## config.mk

```make
export PLATFORM = sky130hd
export DESIGN_NAME = thermal_autotune_decision_flat
export DESIGN_NICKNAME = d
export VERILOG_FILES = /design/src/hw/rtl/tad_pkg.sv /design/src/hw/rtl/tad_chan_if.sv /design/src/hw/rtl/tad_decide.sv /design/src/hw/rtl/thermal_autotune_decision.sv /design/src/flat_wrapper.sv
export SDC_FILE = /design/constraint.sdc
export NUM_CORES = 1
export LEC_CHECK = 0
export ABC_AREA = 1
export BUFFER_PORTS_ARGS = -buffer_cell sky130_fd_sc_hd__buf_2
export CORE_MARGIN = 3
export CORE_UTILIZATION = 56
export DETAILED_ROUTE_END_ITERATION = 16
export PLACE_DENSITY = 0.79
export SLEW_MARGIN = 20
export SYNTH_ARGS = -nofsm -noshare
export SYNTH_HDL_FRONTEND = slang
export SYNTH_SLANG_ARGS = --single-unit
```

## constraint.sdc

```tcl
create_clock -name clk -period 9.3 [get_ports clk]
set_input_delay 1.395 -clock clk [delete_from_list [all_inputs] [get_ports clk]]
set_output_delay 1.395 -clock clk [all_outputs]
set_load 0.02 [all_outputs]
```

## src/hw/rtl/tad_pkg.sv

```systemverilog
package tad_pkg;

  // Field widths
  localparam int unsigned TempW  = 12;
  localparam int unsigned RateW  = 32;
  localparam int unsigned FreqW  = 12;
  localparam int unsigned VoltW  = 12;
  localparam int unsigned PowerW = 20;
  localparam int unsigned CountW = 8;
  localparam int unsigned TimeW  = 32;
  localparam int unsigned CfgIdxW  = 3;
  localparam int unsigned CfgDataW = 20;

  // Outcome codes
  localparam logic [2:0] OUT_NONE     = 3'd0;
  localparam logic [2:0] OUT_ADJUST   = 3'd1;
  localparam logic [2:0] OUT_INVALID  = 3'd2;
  localparam logic [2:0] OUT_WARMUP   = 3'd3;
  localparam logic [2:0] OUT_TOO_SOON = 3'd4;
  localparam logic [2:0] OUT_RESET    = 3'd5;

  // Register indexes
  localparam logic [CfgIdxW-1:0] CFG_TARGET_TEMP    = 3'd0;
  localparam logic [CfgIdxW-1:0] CFG_FREQ_HI        = 3'd1;
  localparam logic [CfgIdxW-1:0] CFG_FREQ_LO        = 3'd2;
  localparam logic [CfgIdxW-1:0] CFG_VOLT_HI        = 3'd3;
  localparam logic [CfgIdxW-1:0] CFG_VOLT_LO        = 3'd4;
  localparam logic [CfgIdxW-1:0] CFG_POWER_CAP      = 3'd5;
  localparam logic [CfgIdxW-1:0] CFG_WARMUP_SECONDS = 3'd6;
  localparam logic [CfgIdxW-1:0] CFG_LOW_RATE_LIMIT = 3'd7;

  // Register reset values
  localparam logic [7:0]        RST_TARGET_TEMP    = 8'd60;
  localparam logic [FreqW-1:0]  RST_FREQ_HI        = 12'd800;
  localparam logic [FreqW-1:0]  RST_FREQ_LO        = 12'd400;
  localparam logic [VoltW-1:0]  RST_VOLT_HI        = 12'd1400;
  localparam logic [VoltW-1:0]  RST_VOLT_LO        = 12'd1000;
  localparam logic [PowerW-1:0] RST_POWER_CAP      = 20'd40000;
  localparam logic [15:0]       RST_WARMUP_SECONDS = 16'd300;
  localparam logic [CountW-1:0] RST_LOW_RATE_LIMIT = 8'd3;

  // Decision constants
  localparam logic [7:0]       TEMP_INVALID_INT = 8'hFF;
  localparam logic [TempW-1:0] HOT_INTERVAL_Q   = 12'd1088;   // 68.0 C in Q8.4
  localparam logic [TimeW-1:0] INTERVAL_HOT_MS  = 32'd500;
  localparam logic [TimeW-1:0] INTERVAL_COOL_MS = 32'd300000;
  localparam logic signed [9:0] BAND_HALF       = 10'sd2;
  localparam logic [VoltW:0]   VOLT_BUMP_MV     = 13'd10;

  typedef struct packed {
    logic [TempW-1:0]  die_temp;
    logic [RateW-1:0]  current_rate;
    logic [RateW-1:0]  target_rate;
    logic [TimeW-1:0]  uptime;
    logic [FreqW-1:0]  freq_now;
    logic [VoltW-1:0]  volt_now;
    logic [PowerW-1:0] power_now;
    logic [CountW-1:0] low_rate_count;
    logic [TimeW-1:0]  elapsed_ms;
  } in_item_t;

  typedef struct packed {
    logic [2:0]       outcome;
    logic [FreqW-1:0] freq_set;
    logic [VoltW-1:0] new_voltage;
  } out_item_t;

  typedef struct packed {
    logic [CfgIdxW-1:0]  index;
    logic [CfgDataW-1:0] value;
  } cfg_wr_t;

  typedef struct packed {
    logic [7:0]        target_temp;
    logic [FreqW-1:0]  freq_hi;
    logic [FreqW-1:0]  freq_lo;
    logic [VoltW-1:0]  volt_hi;
    logic [VoltW-1:0]  volt_lo;
    logic [PowerW-1:0] power_cap;
    logic [15:0]       warmup_seconds;
    logic [CountW-1:0] low_rate_limit;
  } cfg_regs_t;

  // floor(x/50) for x < 4200: x*1311 >> 16, exact over that range
  function automatic logic [6:0] div50(input logic [12:0] x);
    logic [23:0] p;
    p = {11'd0, x} * 24'd1311;
    return p[22:16];
  endfunction

  // floor(x/500) for x < 4700: x*8389 >> 22, exact over that range
  function automatic logic [3:0] div500(input logic [12:0] x);
    logic [26:0] p;
    p = {14'd0, x} * 27'd8389;
    return p[25:22];
  endfunction

  // min is checked first: with crossed limits, x below min gives min, else max
  function automatic logic [12:0] clamp13(input logic [12:0] x,
                                          input logic [11:0] lo,
                                          input logic [11:0] hi);
    logic [12:0] r;
    if (x < {1'b0, lo}) begin
      r = {1'b0, lo};
    end else if (x > {1'b0, hi}) begin
      r = {1'b0, hi};
    end else begin
      r = x;
    end
    return r;
  endfunction

endpackage

```

## src/hw/rtl/tad_chan_if.sv

```systemverilog
interface tad_chan_if #(
  parameter type payload_t = logic
);
  logic     valid;
  logic     ready;
  payload_t data;

  modport source (output valid, output data, input ready);
  modport sink   (input valid, input data, output ready);
endinterface

```

## src/hw/rtl/tad_decide.sv

```systemverilog
module tad_decide (
  input  tad_pkg::in_item_t  item,
  input  tad_pkg::cfg_regs_t regs,
  output tad_pkg::out_item_t res
);
  import tad_pkg::*;

  logic [7:0]        tint;
  logic              invalid;
  logic              warmup;
  logic              too_soon;
  logic              low_reset;
  logic signed [9:0] diff;
  logic              in_band;
  logic              cool;
  logic [34:0]       rate_x5;
  logic [34:0]       tgt_x4;
  logic              rate_low;
  logic [12:0]       v_bump;
  logic              pwr_ok;
  logic [12:0]       f_ext;
  logic [12:0]       v_ext;
  logic [12:0]       f_up;
  logic [12:0]       f_dn;
  logic [12:0]       v_up;
  logic [12:0]       v_dn;
  logic [12:0]       f_cl;
  logic [12:0]       v_cl;

  assign tint      = item.die_temp[TempW-1:4];
  assign invalid   = (tint == TEMP_INVALID_INT) || (item.current_rate == '0);
  assign warmup    = (item.uptime < {16'd0, regs.warmup_seconds}) &&
                     (item.die_temp < {regs.target_temp, 4'd0});
  assign too_soon  = item.elapsed_ms <
                     ((item.die_temp < HOT_INTERVAL_Q) ? INTERVAL_COOL_MS : INTERVAL_HOT_MS);
  assign low_reset = item.low_rate_count >= regs.low_rate_limit;

  assign diff    = $signed({2'b00, tint}) - $signed({2'b00, regs.target_temp});
  assign in_band = (diff >= -BAND_HALF) && (diff <= BAND_HALF);
  assign cool    = diff < -BAND_HALF;

  assign rate_x5  = {1'b0, item.current_rate, 2'b00} + {3'd0, item.current_rate};
  assign tgt_x4   = {1'b0, item.target_rate, 2'b00};
  assign rate_low = rate_x5 < tgt_x4;
  assign v_bump   = {1'b0, item.volt_now} + VOLT_BUMP_MV;
  assign pwr_ok   = item.power_now < regs.power_cap;

  assign f_ext = {1'b0, item.freq_now};
  assign v_ext = {1'b0, item.volt_now};
  // +2% / -2% and +0.2% / -0.2%, floored; the down steps subtract a ceiling
  assign f_up  = f_ext + {6'd0, div50(f_ext)};
  assign f_dn  = f_ext - {6'd0, div50(f_ext + 13'd49)};
  assign v_up  = v_ext + {9'd0, div500(v_ext)};
  assign v_dn  = v_ext - {9'd0, div500(v_ext + 13'd499)};
  assign f_cl  = clamp13(cool ? f_up : f_dn, regs.freq_lo, regs.freq_hi);
  assign v_cl  = clamp13(cool ? v_up : v_dn, regs.volt_lo, regs.volt_hi);

  always_comb begin
    res.outcome     = OUT_NONE;
    res.freq_set    = '0;
    res.new_voltage = '0;
    if (invalid) begin
      res.outcome = OUT_INVALID;
    end else if (warmup) begin
      res.outcome = OUT_WARMUP;
    end else if (too_soon) begin
      res.outcome = OUT_TOO_SOON;
    end else if (low_reset) begin
      res.outcome = OUT_RESET;
    end else if (in_band) begin
      if (rate_low && (v_bump <= {1'b0, regs.volt_hi})) begin
        res.new_voltage = v_bump[VoltW-1:0];
        res.outcome     = OUT_ADJUST;
      end
    end else begin
      // cool steps need headroom and power below the cap; hot steps are not gated
      if ((!cool || ((item.freq_now < regs.freq_hi) && pwr_ok)) &&
          (f_cl != f_ext)) begin
        res.freq_set = f_cl[FreqW-1:0];
        res.outcome  = OUT_ADJUST;
      end
      if ((!cool || ((item.volt_now < regs.volt_hi) && pwr_ok)) &&
          (v_cl != v_ext)) begin
        res.new_voltage = v_cl[VoltW-1:0];
        res.outcome     = OUT_ADJUST;
      end
    end
  end

endmodule

```

## src/hw/rtl/thermal_autotune_decision.sv

```systemverilog
// Thermal autotune decision block.
//
// Channels (valid/ready, a transaction completes when both are high):
//   in_ch  : one telemetry sample per transaction.
//   out_ch : one decision (outcome, freq_set, new_voltage) per sample,
//            in sample order.
//   cfg_ch : register writes (index, value); always ready. Write only while
//            no sample is in flight.
// Path: a sample taken on in_ch lands in the input register, is decided by
// one pass of combinational logic (tad_decide), loads the result register
// once that is empty or being drained, and is then offered on out_ch.
// Throughput: one sample per cycle while out_ch takes results; the input
// register and the result register form a two-deep pipeline, so a waiting
// result does not block intake until both stages are full.
// Reset (rst_n low, synchronous): pipeline empties, registers return to
// their defaults (target 60 C, 400..800 MHz, 1000..1400 mV, 40 W, 300 s, 3).
// Receiver stall: the result holds on out_ch; one more sample is still taken
// into an empty input register, after which in_ch.ready drops.
module thermal_autotune_decision (
  input logic        clk,
  input logic        rst_n,
  tad_chan_if.sink   in_ch,
  tad_chan_if.source out_ch,
  tad_chan_if.sink   cfg_ch
);
  import tad_pkg::*;

  cfg_regs_t regs_r;
  in_item_t  item_r;
  logic      s1_v_r;
  logic      s1_v_nxt;
  out_item_t res_r;
  out_item_t res_nxt;
  logic      out_v_r;
  logic      out_v_nxt;
  logic      in_acc;
  logic      out_load;
  cfg_wr_t   cfg_wr;

  // ---- configuration ----
  assign cfg_ch.ready = 1'b1;
  assign cfg_wr       = cfg_ch.data;

  always_ff @(posedge clk) begin
    if (!rst_n) begin
      regs_r.target_temp    <= RST_TARGET_TEMP;
      regs_r.freq_hi        <= RST_FREQ_HI;
      regs_r.freq_lo        <= RST_FREQ_LO;
      regs_r.volt_hi        <= RST_VOLT_HI;
      regs_r.volt_lo        <= RST_VOLT_LO;
      regs_r.power_cap      <= RST_POWER_CAP;
      regs_r.warmup_seconds <= RST_WARMUP_SECONDS;
      regs_r.low_rate_limit <= RST_LOW_RATE_LIMIT;
    end else if (cfg_ch.valid) begin
      case (cfg_wr.index)
        CFG_TARGET_TEMP:    regs_r.target_temp    <= cfg_wr.value[7:0];
        CFG_FREQ_HI:        regs_r.freq_hi        <= cfg_wr.value[FreqW-1:0];
        CFG_FREQ_LO:        regs_r.freq_lo        <= cfg_wr.value[FreqW-1:0];
        CFG_VOLT_HI:        regs_r.volt_hi        <= cfg_wr.value[VoltW-1:0];
        CFG_VOLT_LO:        regs_r.volt_lo        <= cfg_wr.value[VoltW-1:0];
        CFG_POWER_CAP:      regs_r.power_cap      <= cfg_wr.value[PowerW-1:0];
        CFG_WARMUP_SECONDS: regs_r.warmup_seconds <= cfg_wr.value[15:0];
        CFG_LOW_RATE_LIMIT: regs_r.low_rate_limit <= cfg_wr.value[CountW-1:0];
        default: ;
      endcase
    end
  end

  // ---- pipeline control ----
  // result register loads from a full input stage when it is empty or being drained
  assign out_load    = s1_v_r && (!out_v_r || out_ch.ready);
  assign in_ch.ready = !s1_v_r || !out_v_r || out_ch.ready;
  assign in_acc      = in_ch.valid && in_ch.ready;

  always_comb begin
    s1_v_nxt = s1_v_r;
    if (in_acc) begin
      s1_v_nxt = 1'b1;
    end else if (out_load) begin
      s1_v_nxt = 1'b0;
    end
    out_v_nxt = out_v_r;
    if (out_load) begin
      out_v_nxt = 1'b1;
    end else if (out_ch.ready) begin
      out_v_nxt = 1'b0;
    end
  end

  always_ff @(posedge clk) begin
    if (!rst_n) begin
      s1_v_r  <= 1'b0;
      out_v_r <= 1'b0;
    end else begin
      s1_v_r  <= s1_v_nxt;
      out_v_r <= out_v_nxt;
    end
  end

  // payload registers, no reset
  always_ff @(posedge clk) begin
    if (in_acc) begin
      item_r <= in_ch.data;
    end
    if (out_load) begin
      res_r <= res_nxt;
    end
  end

  // ---- decision ----
  tad_decide u_decide (
    .item (item_r),
    .regs (regs_r),
    .res  (res_nxt)
  );

  assign out_ch.valid = out_v_r;
  assign out_ch.data  = res_r;

  // ---- checks ----
  // only an adjust reports new settings
  a_zero_unless_adjust: assert property (@(posedge clk) disable iff (!rst_n)
    (out_v_r && (res_r.outcome != OUT_ADJUST)) |->
      ((res_r.freq_set == '0) && (res_r.new_voltage == '0)))
    else $error("nonzero setting without adjust outcome");

  // an accepted sample occupies the input stage next cycle
  a_accept_fills: assert property (@(posedge clk) disable iff (!rst_n)
    in_acc |=> s1_v_r)
    else $error("accepted sample lost");

  // a sample in the input stage with an empty result register moves on
  a_stage_moves: assert property (@(posedge clk) disable iff (!rst_n)
    (s1_v_r && !out_v_r) |=> out_v_r)
    else $error("input stage did not advance");

endmodule

```

## src/flat_wrapper.sv

```systemverilog
// flat-port wrapper written by rule: the top's interface ports become plain ports
module thermal_autotune_decision_flat import tad_pkg::*;
  (clk, rst_n, in_ch_valid, in_ch_data, in_ch_ready, out_ch_valid, out_ch_data, out_ch_ready, cfg_ch_valid, cfg_ch_data, cfg_ch_ready);
  tad_chan_if #(.payload_t(in_item_t)) in_ch_i ();
  tad_chan_if #(.payload_t(out_item_t)) out_ch_i ();
  tad_chan_if #(.payload_t(cfg_wr_t)) cfg_ch_i ();
  input logic clk;
  input logic rst_n;
  input wire logic [$bits(in_ch_i.valid)-1:0] in_ch_valid;
  input wire logic [$bits(in_ch_i.data)-1:0] in_ch_data;
  output wire logic [$bits(in_ch_i.ready)-1:0] in_ch_ready;
  output wire logic [$bits(out_ch_i.valid)-1:0] out_ch_valid;
  output wire logic [$bits(out_ch_i.data)-1:0] out_ch_data;
  input wire logic [$bits(out_ch_i.ready)-1:0] out_ch_ready;
  input wire logic [$bits(cfg_ch_i.valid)-1:0] cfg_ch_valid;
  input wire logic [$bits(cfg_ch_i.data)-1:0] cfg_ch_data;
  output wire logic [$bits(cfg_ch_i.ready)-1:0] cfg_ch_ready;
  assign in_ch_i.valid = in_ch_valid;
  assign in_ch_i.data = in_ch_data;
  assign in_ch_ready = in_ch_i.ready;
  assign out_ch_valid = out_ch_i.valid;
  assign out_ch_data = out_ch_i.data;
  assign out_ch_i.ready = out_ch_ready;
  assign cfg_ch_i.valid = cfg_ch_valid;
  assign cfg_ch_i.data = cfg_ch_data;
  assign cfg_ch_ready = cfg_ch_i.ready;
  thermal_autotune_decision u_core (.clk(clk), .rst_n(rst_n), .in_ch(in_ch_i), .out_ch(out_ch_i), .cfg_ch(cfg_ch_i));
endmodule
```

### After elaboration in Yosys (flattened, before gate mapping)

Cells that the tools add are included.

* add/sub/neg operators: 9
* bitwise operators: 1
* multiplexer cells: 21
* eq/ne operators: 10
* multipliers: 4
* $lt $le $gt $ge: 17
* reduce and logical (&&, ||, !) cells: 33

Operator list (count)
* $mux W13: 7
* $lt A12 B12 Y1: 3
* $mux W12: 3
* $add A34 B32 Y35: 1
* $lt A35 B34 Y1: 1
* $logic_not A32 Y1: 1
* $lt A32 B16 Y1: 1
* $lt A32 B19 Y1: 1
* $gt A13 B12 Y1: 2
* $lt A13 B12 Y1: 2
* $mul A12 B14 Y26 const B: 1
* $mul A13 B14 Y26 const B: 1
* $ne A13 B12 Y1: 2
* $mul A12 B11 Y23 const B: 1
* $mul A13 B11 Y23 const B: 1
* $lt A20 B20 Y1: 1
* $mux W19: 1
* $reduce_and A2 Y1: 8
* $add A12 B4 Y13: 1
* $add A12 B4 Y13 const B: 1
* $add A12 B6 Y13 const B: 1
* $add A12 B7 Y13: 1
* $add A12 B9 Y13 const B: 1
* $le A13 B12 Y1: 1
* 23 further kinds: 51

* word-level logic and storage cells: 118
* register bits: 321
* output and inout bits: 30

### Longest topological paths before layout

* word-level depth: 15
* mapped depth: 66
* mapped depth without buffers: 66

### Cells and area by module

Synthesis repeated with hierarchy kept, for this count alone.

* cell total of the unflattened synthesis: 3527
* area total of the unflattened synthesis: 29914.9 µm²

By module, submodules not included
* tad_decide: area an instance 19396.1 µm², times used 1, cells each 2745, seq. area each 0.0 µm²
* thermal_autotune_decision: area an instance 10518.8 µm², times used 1, cells each 782, seq. area each 8618.3 µm²

### Least setup slack after synthesis

OpenSTA, ideal clock, no wires.

* kind: input to register
* start: input port out_ch_ready
* end: register u_core.item_r[100] (netlist name), enable pin
* data arrival time: 9.322 ns
* path slack: -0.761 ns
* setup time: 0.738 ns
* stages on the path: 4
* cell sequence: inv_1 > nand2_1 > nor2_1 > nor2_1

* word-level cells in the longest chain between the ends: 2

RTL lines
* start, declared: line flat_wrapper.sv:14 `input wire logic [$bits(out_ch_i.ready)-1:0] out_ch_ready;`
* $logic_or A1 B1 Y1: line thermal_autotune_decision.sv:72 `assign in_ch.ready = !s1_v_r || !out_v_r || out_ch.ready;`
* $logic_and A1 B1 Y1: line thermal_autotune_decision.sv:73 `assign in_acc = in_ch.valid && in_ch.ready;`
* net u_core.in_acc: line thermal_autotune_decision.sv:36 `logic in_acc;`
* end signal, assigned: line thermal_autotune_decision.sv:103 `item_r <= in_ch.data;`
* end, declared: line thermal_autotune_decision.sv:29 `in_item_t item_r;`

The timed path passes the listed nets, and every way through them passes these cells.
A chain may end at the register's enable or synchronous reset.

### Final worst setup path

* start: register u_core.item_r[73] (netlist name)
* end: register u_core.res_r, in the netlist u_core.out_ch.data[17], data pin

* word-level cells in the longest chain between the ends: 11
* elaborated cells between the ends (all ways): 17

RTL lines
* $add A12 B6 Y13: line tad_decide.sv:52 `assign f_dn = f_ext - {6'd0, div50(f_ext + 13'd49)};`
* $mul A13 B11 Y23: line tad_pkg.sv:87 `p = {11'd0, x} * 24'd1311;`
* $sub A12 B7 Y13: line tad_decide.sv:52
* $mux W13: line tad_decide.sv:55 `assign f_cl = clamp13(cool ? f_up : f_dn, regs.freq_lo, regs.freq_hi);`
* $gt A13 B12 Y1: line tad_pkg.sv:105 `end else if (x > {1'b0, hi}) begin`
* $mux W13: line tad_pkg.sv:105
* $mux W13: line tad_pkg.sv:103 `if (x < {1'b0, lo}) begin`
* $ne A13 B12 Y1: line tad_decide.sv:78 `(f_cl != f_ext)) begin`
* $logic_and A1 B1 Y1: line tad_decide.sv:77 `if ((!cool || ((item.freq_now < regs.freq_hi) && pwr_ok)) &&`
* $not A1 Y1 (no line)
* $reduce_or A6 Y1 (no line)
* end signal, assigned: line thermal_autotune_decision.sv:106 `res_r <= res_nxt;`
* end, declared: line thermal_autotune_decision.sv:32 `out_item_t res_r;`

Several ways; a longest one is shown, not always the timed one.

==> run_results.csv <==
group,metric,value,unit
run_status,status,"finished with violations",
run_status,violations,"setup timing",
power_and_ir_drop,peakVddDrop,0.279,mV
clock_tree,cts.sinks,315,
worst_setup_path,crit_fanout,7,
synthesis,ys_seq_elements,315,
synthesis,synthesis.area,0.0286,mm^2
sta,final.setup.tns,-8.32,ns
power_and_ir_drop,combPwrFrac,72.5,%
die,dieArea,0.0538,mm^2
global_routing,grt_overflow_total,0,
die,die_x,232,um
sta,setup_viol,25,
drt,drc,0,
synthesis,ys.flop_type,"edfxtp_1",
clock_tree,clock_latency,0.54,ns
place,pre_cts_slack,-0.686,ns
synthesis,yosysSeqAreaShare,29.5,%
power_and_ir_drop,p_leak,17.8,nW
worst_setup_path,worst_path_largest_cell_delay,0.51,ns
power_and_ir_drop,p_sw,0.00488,W
sta,slew_headroom,27.2,%
synthesis,syn_nets,4154,
sta,hold_slack,0.464,ns
drt,ant_nets,0,
synthesis,synth_top_area_share,24.8,%
global_routing,grt_max_degree,175,
worst_setup_path,endpoint_kind,"flop",
synthesis,yosysTopAreaCell,"ha_1",
global_routing,grt_pass1_wl,122000,um
drt,viasPerCell,5.50,
clock_tree,cts_inserted_buffers,34,
power_and_ir_drop,p_clk_share,12.6,%
worst_setup_path,cp.arrival,9.96,ns
global_routing,track_usage,28.1,%
worst_setup_path,cpLargestDelayFamily,"adder cells",
drt,vias,24900,
sta,finClkSkew,0.0309,ns
sta,timing.final.crit_share,104,%
sta,drv_slew,0,
layout,fillers,3686,
synthesis,synth.area.top_cells,"ha_1, edfxtp_1, fa_1, inv_1, dfxtp_1",
synthesis,syn_area_per_cell,8.81,um^2
sta,min_period,9.69,ns
layout,layout.nets,4748,
sta,finalHoldViolations,0,
drt,drt_iter0_drc,1776,
die,die_h,232,um
power_and_ir_drop,total_power,0.0109,W
worst_setup_path,path_common_cell,"inv_2",
clock_tree,cts_buffer_depth,3,
synthesis,synth_cells,3246,
layout,area_growth,23.8,%
worst_hold_path,hp-class,"flop to flop",
sta,rsz0062_at_grt,"yes",
power_and_ir_drop,seqPwrFrac,14.9,%
job,cap_viol_max_count,0,
layout,layout_common_cells,"inv_1, ha_1, nand2_1, buf_4, buf_2",
synthesis,synth-edff-count,213,
clock_tree,cts.clk_slew.worst_paths,0.06,ns
drt,drt-total-wl,78300,um
clock_tree,h-tree-depth,2,
global_routing,grt_antenna_before_repair,8,
power_and_ir_drop,power_density,308,mW/mm^2
worst_setup_path,critPathBufInv,13,
worst_setup_path,start_kind,"flop",
die,fp-row-count,82,
die,coreArea,0.0503,mm^2
worst_setup_path,required,9.57,ns
layout,drive_gt1_share,22.7,%
sta,fin_ws,-0.386,ns
worst_setup_path,crit_type,"flop to flop",
synthesis,ys_types,60,
place,gp_congestion,0.946,
place,portBuffers,242,
drt,dr.pass1.iters,6,
layout,layout_commonest_cell,"inv_1",
place,dp_hpwl,58900,um
power_and_ir_drop,swShare,44.8,%
clock_tree,cts_tree,"built",
sta,max_freq,0.103,GHz
power_and_ir_drop,internal-power,0.00602,W
synthesis,async_reset_ff_share,0,%
synthesis,yosysWarnings,0,
die,initial_core_util,56.9,%
global_routing,grt_pass1_vias,24800,
drt,wl_per_cell,17.3,um
die,ios,250,
sta,tightest_slew,1.09,ns
worst_setup_path,crit_slowest_cell,"fa_1",
clock_tree,root_buffer,"clkbuf_16",
cells in the mapped netlist (4+ instances only):
cell,count
a211oi_1,11
a21boi_0,4
a21boi_1,4
a21o_1,13
a21oi_1,260
a21oi_2,4
a31oi_1,6
and3_1,5
buf_2,6
buf_4,5
clkbuf_1,29
dfxtp_1,102
edfxtp_1,213
fa_1,122
ha_1,566
inv_1,609
inv_2,5
nand2_1,539
nand2_2,11
nand2_4,6
nand3_1,108
nand3_2,4
nand3b_1,5
nand4_1,68
nor2_1,137
nor3_1,17
nor4_1,21
o2111ai_1,5
o211ai_1,40
o21a_1,8
o21ai_0,130
o21ai_1,6
o21bai_1,16
o221ai_1,5
o22ai_1,8
o31ai_1,6
xnor2_1,27
xor2_1,79
cell families after synthesis:
kind of cell	count (synthesis)	synth area share, %
simple gates	939	14.4
fa+ha+maj	688	33.3
buf+inv	661	8.85
compound gates	535	10.6
flops	315	29.5
xor+xnor	107	3.30
other cells	1	0.0131
power groups by stage:
stage	Combinational (W)	Clock (W)	Sequential (W)
final	0.00790	0.00137	0.00163
after global routing	0.00876	0.00144	0.00163
after CTS	0.00713	0.00139	0.00163
after detailed placement	0.00653	0	0.00166
after global placement	0.00635	0	0.00166
after floorplan	0.00410	0	0.00168
layer usage:
| layer | share of wire (%) | vias to the layer above | wire length [um] | GRT usage, % |
|---|---|---|---|---|
| met4 | 3.5 | 10 | 2770 | 10.3 |
| met1 | 40 | 11700 | 31700 | 35.3 |
| li1 | - | 12100 | - | - |
| met3 | 7.1 | 224 | 5520 | 4.50 |
| met2 | 49 | 962 | 38300 | 48.8 |
| met5 | 0.072 | - | 56 | 0 |
stage by stage:
step | std cells | instance area (um^2) | util [%]
global placement | 4411 | 32800 | 65.2
floorplan | 3246 | 28600 | -
finish | 4539 | 35400 | 70.4
detailed placement | 4411 | 32800 | 65.2
CTS | 4513 | 34600 | 68.9
global route | 4539 | 35400 | 70.4
worst min-delay path, cell delays in order, from the launching register on:
cell and delay [ns]:
dfxtp_1 0.30, inv_1 0.06, a21oi_1 0.06
layout make-up:
class,count,area (um^2),area share (%)
Multi-Input combinational cell,2272,18700,52.7
Timing Repair Buffer,600,4010,11.3
Clock buffer,45,958,2.71
Inverter,617,2330,6.57
Antenna cell,2,5.00,0.0141
Tap cell,672,841,2.37
Sequential cell,315,8440,23.8
Clock inverter,16,168,0.474
state kept, by name, summed over array words and instances (netlist names):
name	flops
u_core.item_r	186
u_core.regs_r	100
u_core.out_ch.data	27
u_core.s1_v_r	1
u_core.out_ch.valid	1
path summary, 6_finish.rpt:
path / start / endpoint / slack (ns) / cells after the start
hold / removal: u_core.regs_r[29] / u_core.regs_r[29] / 0.46 / 2
hold reg to reg: u_core.regs_r[29] / u_core.regs_r[29] / 0.46 / 2
setup reg to reg: u_core.item_r[73] / u_core.out_ch.data[17] / -0.39 / 58
setup / recovery: u_core.item_r[73] / u_core.out_ch.data[17] / -0.39 / 58
what timing repair did:
action                                  CTS  global route
gates resized for setup                  99           126
gates cloned                              4             0
hold buffers                              0             0
endpoints found under the setup margin   25            25
pin swaps                                56            96
buffers inserted                         37            25
(Power assumes the default switching activity.)
